$ cat src/pbrle_pkg.sv
// Package for the PackBits run-length encoder.
// Holds the sequencer state and mode types, the coded byte struct and fixed codes.
// No dependencies.
`default_nettype none

package pbrle_pkg;

	localparam int BYTES_PER_WORD = 8;

	// Header base for a repeat: the header byte is this value less the repeat length.
	localparam logic [8:0] RUN_HDR_BASE = 9'd257;

	// End-of-stream marker byte.
	localparam logic [7:0] END_MARK = 8'd128;

	typedef enum logic [1:0] {
		MODE_IDLE,
		MODE_LIT,
		MODE_RUN
	} mode_t;

	typedef enum logic [3:0] {
		ST_IDLE,
		ST_DECIDE,
		ST_LIT_HDR,
		ST_LIT_BODY,
		ST_RUN_HDR,
		ST_RUN_BYTE,
		ST_PUSH,
		ST_FLUSH,
		ST_MARK
	} state_t;

	// One coded byte on its way from the sequencer to the packer.
	typedef struct packed {
		logic       valid;
		logic [7:0] data;
		logic       last;
		logic       done;
	} sym_t;

endpackage

`default_nettype wire

$ cat src/pbrle_in_if.sv
// Input channel of the PackBits encoder: one image byte per word.
// Stand-alone interface, no dependencies.
`default_nettype none

interface pbrle_in_if;
	logic       valid;
	logic       ready;
	logic [7:0] pixel;
	logic       end_of_image;

	modport source (output valid, output pixel, output end_of_image, input ready);
	modport sink   (input valid, input pixel, input end_of_image, output ready);
endinterface

`default_nettype wire

$ cat src/pbrle_out_if.sv
// Output channel of the PackBits encoder: up to eight coded bytes per word.
// Stand-alone interface, no dependencies.
`default_nettype none

interface pbrle_out_if;
	logic        valid;
	logic        ready;
	logic [63:0] out_bytes;
	logic [3:0]  byte_count;
	logic        last_of_run;
	logic        stream_done;

	modport source (output valid, output out_bytes, output byte_count,
		output last_of_run, output stream_done, input ready);
	modport sink   (input valid, input out_bytes, input byte_count,
		input last_of_run, input stream_done, output ready);
endinterface

`default_nettype wire

$ cat src/pbrle_store.sv
// Literal store of the PackBits encoder: single write port, one registered read port.
// No dependencies.
`default_nettype none

module pbrle_store #(
	parameter int DEPTH = 128
) (
	input  wire logic                     clk,
	input  wire logic                     we,
	input  wire logic [$clog2(DEPTH)-1:0] waddr,
	input  wire logic [7:0]               wdata,
	input  wire logic [$clog2(DEPTH)-1:0] raddr,
	output logic      [7:0]               rdata
);

	logic [7:0] mem [DEPTH];
	logic [7:0] rdata_q;

	always_ff @(posedge clk) begin
		if (we) begin
			mem[waddr] <= wdata;
		end
		rdata_q <= mem[raddr];
	end

	assign rdata = rdata_q;

endmodule

`default_nettype wire

$ cat src/pbrle_seq.sv
// Group sequencer of the PackBits encoder: decides runs and literal groups and
// issues the coded bytes one per cycle while sym_ready holds. Uses pbrle_pkg and pbrle_store.
`default_nettype none

module pbrle_seq #(
	parameter int MAX_GROUP = 128
) (
	input  wire logic             clk,
	input  wire logic             arst_n,
	input  wire logic             in_valid,
	output logic                  in_ready,
	input  wire logic [7:0]       pixel,
	input  wire logic             end_of_image,
	output pbrle_pkg::sym_t       sym,
	input  wire logic             sym_ready
);

	localparam int CW = $clog2(MAX_GROUP + 1);
	localparam int AW = $clog2(MAX_GROUP);

	pbrle_pkg::state_t state_q, state_d, end_st;
	pbrle_pkg::mode_t  mode_q, mode_d;
	logic [CW-1:0]     count_q, count_d;
	logic [7:0]        prev_q, prev_d;
	logic              prev_vld_q, prev_vld_d;
	logic              flush_q, flush_d;
	logic              push_q, push_d;
	logic [7:0]        pix_q, pix_d;
	logic              eoi_q, eoi_d;
	logic [CW-1:0]     emit_n_q, emit_n_d;
	logic [7:0]        emit_b_q, emit_b_d;
	logic [AW-1:0]     idx_q, idx_d;

	logic              we;
	logic [AW-1:0]     waddr;
	logic [AW-1:0]     raddr;
	logic [7:0]        rdata;
	logic              eq, full, fin, take;
	pbrle_pkg::state_t after_st;

	pbrle_store #(.DEPTH(MAX_GROUP)) u_store (
		.clk   (clk),
		.we    (we),
		.waddr (waddr),
		.wdata (pix_q),
		.raddr (raddr),
		.rdata (rdata)
	);

	always_ff @(posedge clk or negedge arst_n) begin
		if (!arst_n) begin
			state_q    <= pbrle_pkg::ST_IDLE;
			mode_q     <= pbrle_pkg::MODE_IDLE;
			count_q    <= '0;
			prev_q     <= '0;
			prev_vld_q <= 1'b0;
			flush_q    <= 1'b0;
			push_q     <= 1'b0;
		end else begin
			state_q    <= state_d;
			mode_q     <= mode_d;
			count_q    <= count_d;
			prev_q     <= prev_d;
			prev_vld_q <= prev_vld_d;
			flush_q    <= flush_d;
			push_q     <= push_d;
		end
	end

	always_ff @(posedge clk) begin
		pix_q    <= pix_d;
		eoi_q    <= eoi_d;
		emit_n_q <= emit_n_d;
		emit_b_q <= emit_b_d;
		idx_q    <= idx_d;
	end

	always_comb begin
		state_d    = state_q;
		mode_d     = mode_q;
		count_d    = count_q;
		prev_d     = prev_q;
		prev_vld_d = prev_vld_q;
		flush_d    = flush_q;
		push_d     = push_q;
		pix_d      = pix_q;
		eoi_d      = eoi_q;
		emit_n_d   = emit_n_q;
		emit_b_d   = emit_b_q;
		idx_d      = idx_q;
		in_ready   = 1'b0;
		we         = 1'b0;
		waddr      = '0;
		raddr      = idx_q;
		sym        = '0;
		fin        = 1'b0;

		eq   = prev_vld_q && (pix_q == prev_q) && (mode_q != pbrle_pkg::MODE_IDLE);
		full = (count_q >= CW'(MAX_GROUP));
		after_st = eoi_q ? pbrle_pkg::ST_FLUSH : pbrle_pkg::ST_IDLE;
		// Where to go once a group has been sent out.
		end_st = flush_q ? pbrle_pkg::ST_MARK :
			(push_q ? pbrle_pkg::ST_PUSH : after_st);
		take = 1'b0;

		case (state_q)
			pbrle_pkg::ST_IDLE: begin
				in_ready = 1'b1;
				if (in_valid) begin
					pix_d   = pixel;
					eoi_d   = end_of_image;
					state_d = pbrle_pkg::ST_DECIDE;
				end
			end

			pbrle_pkg::ST_DECIDE: begin
				flush_d    = 1'b0;
				push_d     = 1'b0;
				prev_d     = pix_q;
				prev_vld_d = 1'b1;
				if (eq && (mode_q == pbrle_pkg::MODE_LIT)) begin
					// The last literal joins this byte as a run of two.
					mode_d  = pbrle_pkg::MODE_RUN;
					count_d = CW'(2);
					if (count_q > CW'(1)) begin
						emit_n_d = count_q - CW'(1);
						state_d  = pbrle_pkg::ST_LIT_HDR;
					end else begin
						state_d = after_st;
					end
				end else if (eq && full) begin
					// A full run is sent and this byte starts a fresh literal.
					emit_n_d = count_q;
					emit_b_d = pix_q;
					we       = 1'b1;
					mode_d   = pbrle_pkg::MODE_LIT;
					count_d  = CW'(1);
					state_d  = pbrle_pkg::ST_RUN_HDR;
				end else if (eq) begin
					count_d = count_q + CW'(1);
					state_d = after_st;
				end else if (mode_q == pbrle_pkg::MODE_RUN) begin
					emit_n_d = count_q;
					emit_b_d = prev_q;
					we       = 1'b1;
					mode_d   = pbrle_pkg::MODE_LIT;
					count_d  = CW'(1);
					state_d  = pbrle_pkg::ST_RUN_HDR;
				end else if ((mode_q == pbrle_pkg::MODE_LIT) && full) begin
					// The store must be read out before this byte overwrites entry zero.
					emit_n_d = count_q;
					push_d   = 1'b1;
					mode_d   = pbrle_pkg::MODE_LIT;
					count_d  = CW'(1);
					state_d  = pbrle_pkg::ST_LIT_HDR;
				end else begin
					we = 1'b1;
					if (mode_q == pbrle_pkg::MODE_IDLE) begin
						waddr   = '0;
						count_d = CW'(1);
					end else begin
						waddr   = AW'(count_q);
						count_d = count_q + CW'(1);
					end
					mode_d  = pbrle_pkg::MODE_LIT;
					state_d = after_st;
				end
			end

			pbrle_pkg::ST_LIT_HDR: begin
				sym.valid = 1'b1;
				sym.data  = 8'(emit_n_q) - 8'd1;
				raddr     = '0;
				if (sym_ready) begin
					idx_d   = '0;
					state_d = pbrle_pkg::ST_LIT_BODY;
				end
			end

			pbrle_pkg::ST_LIT_BODY: begin
				fin       = (CW'(idx_q) == (emit_n_q - CW'(1)));
				take      = sym_ready;
				sym.valid = 1'b1;
				sym.data  = rdata;
				sym.last  = fin && !flush_q && !eoi_q;
				// Read ahead the next entry only once the current one is taken.
				raddr     = take ? (idx_q + AW'(1)) : idx_q;
				if (take) begin
					idx_d = idx_q + AW'(1);
					if (fin) begin
						state_d = end_st;
					end
				end
			end

			pbrle_pkg::ST_RUN_HDR: begin
				sym.valid = 1'b1;
				sym.data  = 8'(pbrle_pkg::RUN_HDR_BASE - 9'(emit_n_q));
				if (sym_ready) begin
					state_d = pbrle_pkg::ST_RUN_BYTE;
				end
			end

			pbrle_pkg::ST_RUN_BYTE: begin
				sym.valid = 1'b1;
				sym.data  = emit_b_q;
				sym.last  = !flush_q && !eoi_q;
				if (sym_ready) begin
					state_d = end_st;
				end
			end

			pbrle_pkg::ST_PUSH: begin
				we      = 1'b1;
				waddr   = '0;
				push_d  = 1'b0;
				state_d = after_st;
			end

			pbrle_pkg::ST_FLUSH: begin
				flush_d    = 1'b1;
				push_d     = 1'b0;
				emit_n_d   = count_q;
				emit_b_d   = prev_q;
				mode_d     = pbrle_pkg::MODE_IDLE;
				count_d    = '0;
				prev_d     = '0;
				prev_vld_d = 1'b0;
				case (mode_q)
					pbrle_pkg::MODE_LIT: state_d = pbrle_pkg::ST_LIT_HDR;
					pbrle_pkg::MODE_RUN: state_d = pbrle_pkg::ST_RUN_HDR;
					default:             state_d = pbrle_pkg::ST_MARK;
				endcase
			end

			pbrle_pkg::ST_MARK: begin
				sym.valid = 1'b1;
				sym.data  = pbrle_pkg::END_MARK;
				sym.last  = 1'b1;
				sym.done  = 1'b1;
				if (sym_ready) begin
					flush_d = 1'b0;
					state_d = pbrle_pkg::ST_IDLE;
				end
			end

			default: begin
				state_d = pbrle_pkg::ST_IDLE;
			end
		endcase
	end

endmodule

`default_nettype wire

$ cat src/pbrle_pack.sv
// Byte packer of the PackBits encoder: gathers coded bytes into words of up to
// eight, first byte lowest, and holds the finished word for the output. Uses pbrle_pkg.
`default_nettype none

module pbrle_pack (
	input  wire logic             clk,
	input  wire logic             arst_n,
	input  wire pbrle_pkg::sym_t  sym,
	output logic                  sym_ready,
	output logic                  valid,
	input  wire logic             ready,
	output logic [63:0]           out_bytes,
	output logic [3:0]            byte_count,
	output logic                  last_of_run,
	output logic                  stream_done
);

	logic [2:0]  cnt_q;
	logic [63:0] acc_q;
	logic        ovalid_q;
	logic [63:0] odata_q;
	logic [3:0]  ocnt_q;
	logic        olast_q;
	logic        odone_q;

	logic        out_free;
	logic        finish;
	logic        take;
	logic [63:0] merged;

	assign out_free  = !ovalid_q || ready;
	assign finish    = (cnt_q == 3'(pbrle_pkg::BYTES_PER_WORD - 1)) || sym.last;
	// Only a byte that completes a word needs the output register to be free.
	assign sym_ready = !finish || out_free;
	assign take      = sym.valid && sym_ready;
	assign merged    = acc_q | (64'(sym.data) << {cnt_q, 3'b000});

	always_ff @(posedge clk or negedge arst_n) begin
		if (!arst_n) begin
			cnt_q    <= '0;
			acc_q    <= '0;
			ovalid_q <= 1'b0;
		end else begin
			if (take) begin
				if (finish) begin
					cnt_q <= '0;
					acc_q <= '0;
				end else begin
					cnt_q <= cnt_q + 3'd1;
					acc_q <= merged;
				end
			end
			if (take && finish) begin
				ovalid_q <= 1'b1;
			end else if (ready) begin
				ovalid_q <= 1'b0;
			end
		end
	end

	always_ff @(posedge clk) begin
		if (take && finish) begin
			odata_q <= merged;
			ocnt_q  <= 4'(cnt_q) + 4'd1;
			olast_q <= sym.last;
			odone_q <= sym.done;
		end
	end

	assign valid       = ovalid_q;
	assign out_bytes   = odata_q;
	assign byte_count  = ocnt_q;
	assign last_of_run = olast_q;
	assign stream_done = odone_q;

endmodule

`default_nettype wire

$ cat src/packbits_run_length_encoder.sv
// PackBits run-length encoder. Image bytes arrive one per word in raster order, the
// last byte of an image flagged by end_of_image, and the coded stream leaves packed
// up to eight bytes per word, first byte in bits 7:0. Repeats of 2 to MAX_GROUP bytes
// are coded as header 257-n and the byte, literal groups of 1 to MAX_GROUP bytes as
// header n-1 and the bytes, and each image ends with the marker byte 128; a byte equal
// to a full repeat starts a new literal. The input is held while the sequencer works on
// each byte and while the coded bytes of a group it completes go out, one at a time
// through the sequencer and the single read port of the literal store; after a full
// literal group the new byte is written to the store in a state of its own, and the
// last byte of an image also sends its pending group and the end marker. The input
// is also held while the output word register waits to be taken.
// Depends on pbrle_pkg, pbrle_in_if, pbrle_out_if, pbrle_store, pbrle_seq, pbrle_pack.
`default_nettype none

module packbits_run_length_encoder #(
	parameter int MAX_GROUP = 128
) (
	input  wire logic   clk,
	input  wire logic   arst_n,
	pbrle_in_if.sink    pixels,
	pbrle_out_if.source codes
);

	pbrle_pkg::sym_t sym;
	logic            sym_ready;

	pbrle_seq #(.MAX_GROUP(MAX_GROUP)) u_seq (
		.clk          (clk),
		.arst_n       (arst_n),
		.in_valid     (pixels.valid),
		.in_ready     (pixels.ready),
		.pixel        (pixels.pixel),
		.end_of_image (pixels.end_of_image),
		.sym          (sym),
		.sym_ready    (sym_ready)
	);

	pbrle_pack u_pack (
		.clk         (clk),
		.arst_n      (arst_n),
		.sym         (sym),
		.sym_ready   (sym_ready),
		.valid       (codes.valid),
		.ready       (codes.ready),
		.out_bytes   (codes.out_bytes),
		.byte_count  (codes.byte_count),
		.last_of_run (codes.last_of_run),
		.stream_done (codes.stream_done)
	);

endmodule

`default_nettype wire

$ cat src/flat_wrapper.sv
// flat-port wrapper written by rule: the top's interface ports become plain ports
module packbits_run_length_encoder_flat 
#(
	parameter int MAX_GROUP = 128
)
  (clk, arst_n, pixels_valid, pixels_pixel, pixels_end_of_image, pixels_ready, codes_valid, codes_out_bytes, codes_byte_count, codes_last_of_run, codes_stream_done, codes_ready);
  pbrle_in_if pixels_i ();
  pbrle_out_if codes_i ();
  input  wire logic clk;
  input  wire logic arst_n;
  input wire logic [$bits(pixels_i.valid)-1:0] pixels_valid;
  input wire logic [$bits(pixels_i.pixel)-1:0] pixels_pixel;
  input wire logic [$bits(pixels_i.end_of_image)-1:0] pixels_end_of_image;
  output wire logic [$bits(pixels_i.ready)-1:0] pixels_ready;
  output wire logic [$bits(codes_i.valid)-1:0] codes_valid;
  output wire logic [$bits(codes_i.out_bytes)-1:0] codes_out_bytes;
  output wire logic [$bits(codes_i.byte_count)-1:0] codes_byte_count;
  output wire logic [$bits(codes_i.last_of_run)-1:0] codes_last_of_run;
  output wire logic [$bits(codes_i.stream_done)-1:0] codes_stream_done;
  input wire logic [$bits(codes_i.ready)-1:0] codes_ready;
  assign pixels_i.valid = pixels_valid;
  assign pixels_i.pixel = pixels_pixel;
  assign pixels_i.end_of_image = pixels_end_of_image;
  assign pixels_ready = pixels_i.ready;
  assign codes_valid = codes_i.valid;
  assign codes_out_bytes = codes_i.out_bytes;
  assign codes_byte_count = codes_i.byte_count;
  assign codes_last_of_run = codes_i.last_of_run;
  assign codes_stream_done = codes_i.stream_done;
  assign codes_i.ready = codes_ready;
  packbits_run_length_encoder #(.MAX_GROUP(MAX_GROUP)) u_core (.clk(clk), .arst_n(arst_n), .pixels(pixels_i), .codes(codes_i));
endmodule
$ cat config.mk
export PLATFORM = sky130hd
export DESIGN_NAME = packbits_run_length_encoder_flat
export DESIGN_NICKNAME = d
export VERILOG_FILES = /design/src/pbrle_pkg.sv /design/src/pbrle_in_if.sv /design/src/pbrle_out_if.sv /design/src/pbrle_store.sv /design/src/pbrle_seq.sv /design/src/pbrle_pack.sv /design/src/packbits_run_length_encoder.sv /design/src/flat_wrapper.sv
export SDC_FILE = /design/constraint.sdc
export NUM_CORES = 2
export LEC_CHECK = 0
export BUFFER_PORTS_ARGS = -buffer_cell sky130_fd_sc_hd__buf_2
export CAP_MARGIN = 10
export CORE_ASPECT_RATIO = 1.75
export CORE_MARGIN = 4
export CORE_UTILIZATION = 60
export DETAILED_ROUTE_END_ITERATION = 8
export GPL_ROUTABILITY_DRIVEN = 0
export GPL_TIMING_DRIVEN = 0
export PLACE_DENSITY = 0.85
export REMOVE_ABC_BUFFERS = 1
export SYNTH_ARGS = -nofsm -noshare
export SYNTH_HDL_FRONTEND = slang
export SYNTH_SLANG_ARGS = --single-unit
$ cat constraint.sdc
create_clock -name clk -period 8.7 [get_ports clk]
set_input_delay 1.305 -clock clk [delete_from_list [all_inputs] [get_ports clk]]
set_output_delay 1.305 -clock clk [all_outputs]
set_load 0.005 [all_outputs]
==> metrics <==
status completed; Max Root-Sink Buffers 3; post-synth cell types 84; I/O pin cnt 85; maximum vdd drop 0.000290 V; Slew @ Worst Pin 1410 ps; sequential power share 37.1%; Post-CTS Setup Inserts 0; Cell Pwr Density 341 nW/um^2; Internal 11,900 uW; most area-hungry cell type in the Yosys netlist edfxtp_1; Final Setup Violations 0; max_cap viols 0; post-cts resize count 0; Initial Util 60.4%; final hold viol count 0; DR vias 33,600; total routed wirelength 132,000 um; most instantiated library cell after synthesis edfxtp_1; Pleak 0.0202 uW; top-area cell type share of the netlist area 67.4%; hold path startpoint u_core.u_seq.prev_vld_q$_DFFE_PN0P_; fraction of layout cells with a size suffix above 1 9.32%; Clock Skews 20.8 ps; post-synthesis register bit count 1,227; Cell Rows 140; area of the multi-input gates 12,700 um^2; sequential fraction of the synthesis area 72.4%; Final #Nets 3,943; worst relative slew slack 4.95%; final worst setup slack 2020 ps; Sequential Area 36,300 um^2; I/O Buffers 84; detailed placement HPWL 83,100 um; crit path launch type flip-flop; Mapped Avg Cell Area 12.9 um^2; GR Overflow Total 0; Worst EP arrival 7170 ps; ant diodes 0; largest net degree at the start of global routing 118; Hold-fix buffers, CTS 0; most frequent cells after synthesis edfxtp_1, nand2_1, nand3_1, nor2_1, a21oi_1; first-pass GRT wire length 197,000 um; cells taking the most area after synthesis edfxtp_1, nand2_1, dfrtp_1, nand3_1, mux2i_1; clk_lat worst skew 690 ps; Gate power share 38.3%; RSZ-0062 raised after global routing false; Yosys Warn Count 0; maximum fanout along the worst path 117; Clk pwr share 24.6%; area growth from synthesis to final layout 12.4%; wire per inst 26.1 um; CTS Buf Count 95; layout filler cell count 4,853; Mapped Area 50,100 um^2; DR iter-0 viols 5,009; Worst-path clk slew 80 ps; sw frac 38.3%; crit path from u_core.u_seq.state_q[1]$_DFFE_PN0P_; CTS Sinks 1,227; CP required 9190 ps; CTS tree yes; Routed Antenna Nets 0; core area 83,000 um^2; initial antenna violation count 0; final total power 19,200 uW; CP Capture Type flip-flop; vias in the first global route 33,300; ys flop type edfxtp_1; DIE AREA 88,400 um^2; period utilization 76.8%; crit path time final 6680 ps; Max Fclk 0.150 GHz; NetSw 7380 uW; critical path type reg2reg; total track usage 29.4%; EDFF count, synth 1,126; die height 390 um; clock root cell clkbuf_16; Via density 6.65; die width 227 um; r2r startpoint u_core.u_seq.state_q[1]$_DFFE_PN0P_; Place WS 1810 ps; final max-slew violation count 0; Detailed Routing Iterations Pass 1 9; H-tree Lvls 3; DRC errors left 0; async set-reset flop share out of synthesis 7.58%; Syn Inst Count 3,887; Min-Delay Path Class reg2reg
==> cells in the final DEF, fill, tap and decap left out, types with 12 or more instances in the layout <==
cell type / n
buf_2: 86
edfxtp_1: 1126
a311oi_1: 24
bufinv_16: 20
xnor2_1: 30
nand3_1: 427
a21oi_1: 164
mux2i_1: 132
clkinv_2: 14
and3_1: 57
inv_1: 69
buf_12: 14
nand2_1: 835
o21ai_0: 39
xor2_1: 12
buf_16: 52
nor2_1: 251
ha_1: 14
a221o_1: 46
clkbuf_16: 99
and2_1: 17
clkbuf_1: 15
dfrtp_1: 93
clkinv_1: 13
nor3_1: 13
a31oi_1: 53
nor4_1: 35
a21o_1: 13
a31o_2: 12
==> through the flow <==
stage / area, um^2 / cells / util, % / hold slack [ps] / setup TNS (ps)
after floorplan: 49100 / 3649 / - / 447 / -55360
after global placement: 50900 / 4798 / 61.3 / 462 / -181380
after detailed placement: 52900 / 4879 / 63.7 / 469 / 0
after CTS: 56300 / 5053 / 67.8 / 487 / 0
after global routing: 56300 / 5058 / 67.8 / 518 / 0
final: 56300 / 5058 / 67.8 / 491 / 0
==> final timing paths <==
check	end	slack [ps]	cells past startpoint
max in group asynchronous	u_core.u_pack.acc_q[39]$_DFFE_PN0P_	7390	2
worst min register to register	u_core.u_seq.prev_vld_q$_DFFE_PN0P_	490	2
worst max-delay path	u_core.u_seq.u_store.rdata[3]$_DFF_P_	2020	14
min in group asynchronous	u_core.u_pack.acc_q[34]$_DFFE_PN0P_	630	1
worst max register to register	u_core.u_seq.u_store.rdata[3]$_DFF_P_	2020	14
worst min-delay path	u_core.u_seq.prev_vld_q$_DFFE_PN0P_	490	2
==> logic make-up after synthesis <==
kind of cell,count (synthesis),synth area share [%]
buffers and inverters,309,2.53
DFF,1227,72.4
muxes,132,2.64
adders and majority gates,14,0.349
AOI/OAI and AO/OA,460,6.43
and+or+nand+nor,1701,14.8
xor gates and xnor gates,44,0.826
==> flip-flops by register name, summed over array words and instances (netlist names), 7 cells and up <==
signal / cells
u_core.u_pack.acc_q: 64
u_core.u_pack.out_bytes: 64
u_core.u_seq.count_q: 8
u_core.u_seq.emit_b_q: 8
u_core.u_seq.emit_n_q: 8
u_core.u_seq.idx_q: 7
u_core.u_seq.pix_q: 8
u_core.u_seq.prev_q: 8
u_core.u_seq.u_store.mem: 1024
u_core.u_seq.u_store.rdata: 8
==> layout make-up <==
cell class / count / area share (%)
sequential: 1227 / 64.4
timing repair buffer: 170 / 4.22
tap: 1065 / 2.37
clock inverter: 58 / 1.47
clock buffer: 116 / 4.55
inverter: 71 / 0.473
multi-input combinational: 2351 / 22.5
==> worst max-delay path, stage by stage, from the launching register on <==
cell and delay [ps]:
dfrtp_1 680, xnor2_1 240, nor4_2 670, o31a_1 450, nand2_1 140, nand2_1 130
nand3_1 250, nand2_8 710, buf_16 510, buf_16 410, mux2i_1 390, a221o_1 340
a311oi_1 80, nor4_1 1200, nor4_1 140
==> per-layer routing <==
metal  vias to the layer above  GRT usage [%]  wire [um]
met2                      2666           50.1      65700
met4                         0           22.8      13100
li1                      14300              -          -
met1                     16000           31.9      39500
met3                       663           6.05      13700
met5                         -              0          0
==> power by group through the flow <==
stage               Clock, uW  Sequential (uW)  Combinational, uW
floorplan                   0             7290               5070
global placement            0             7470               6690
detailed placement          0             7270               6870
CTS                      4710             7140               7040
global route             4960             7150               7740
finish                   4730             7140               7360
Power figures use the tool's default switching activity.
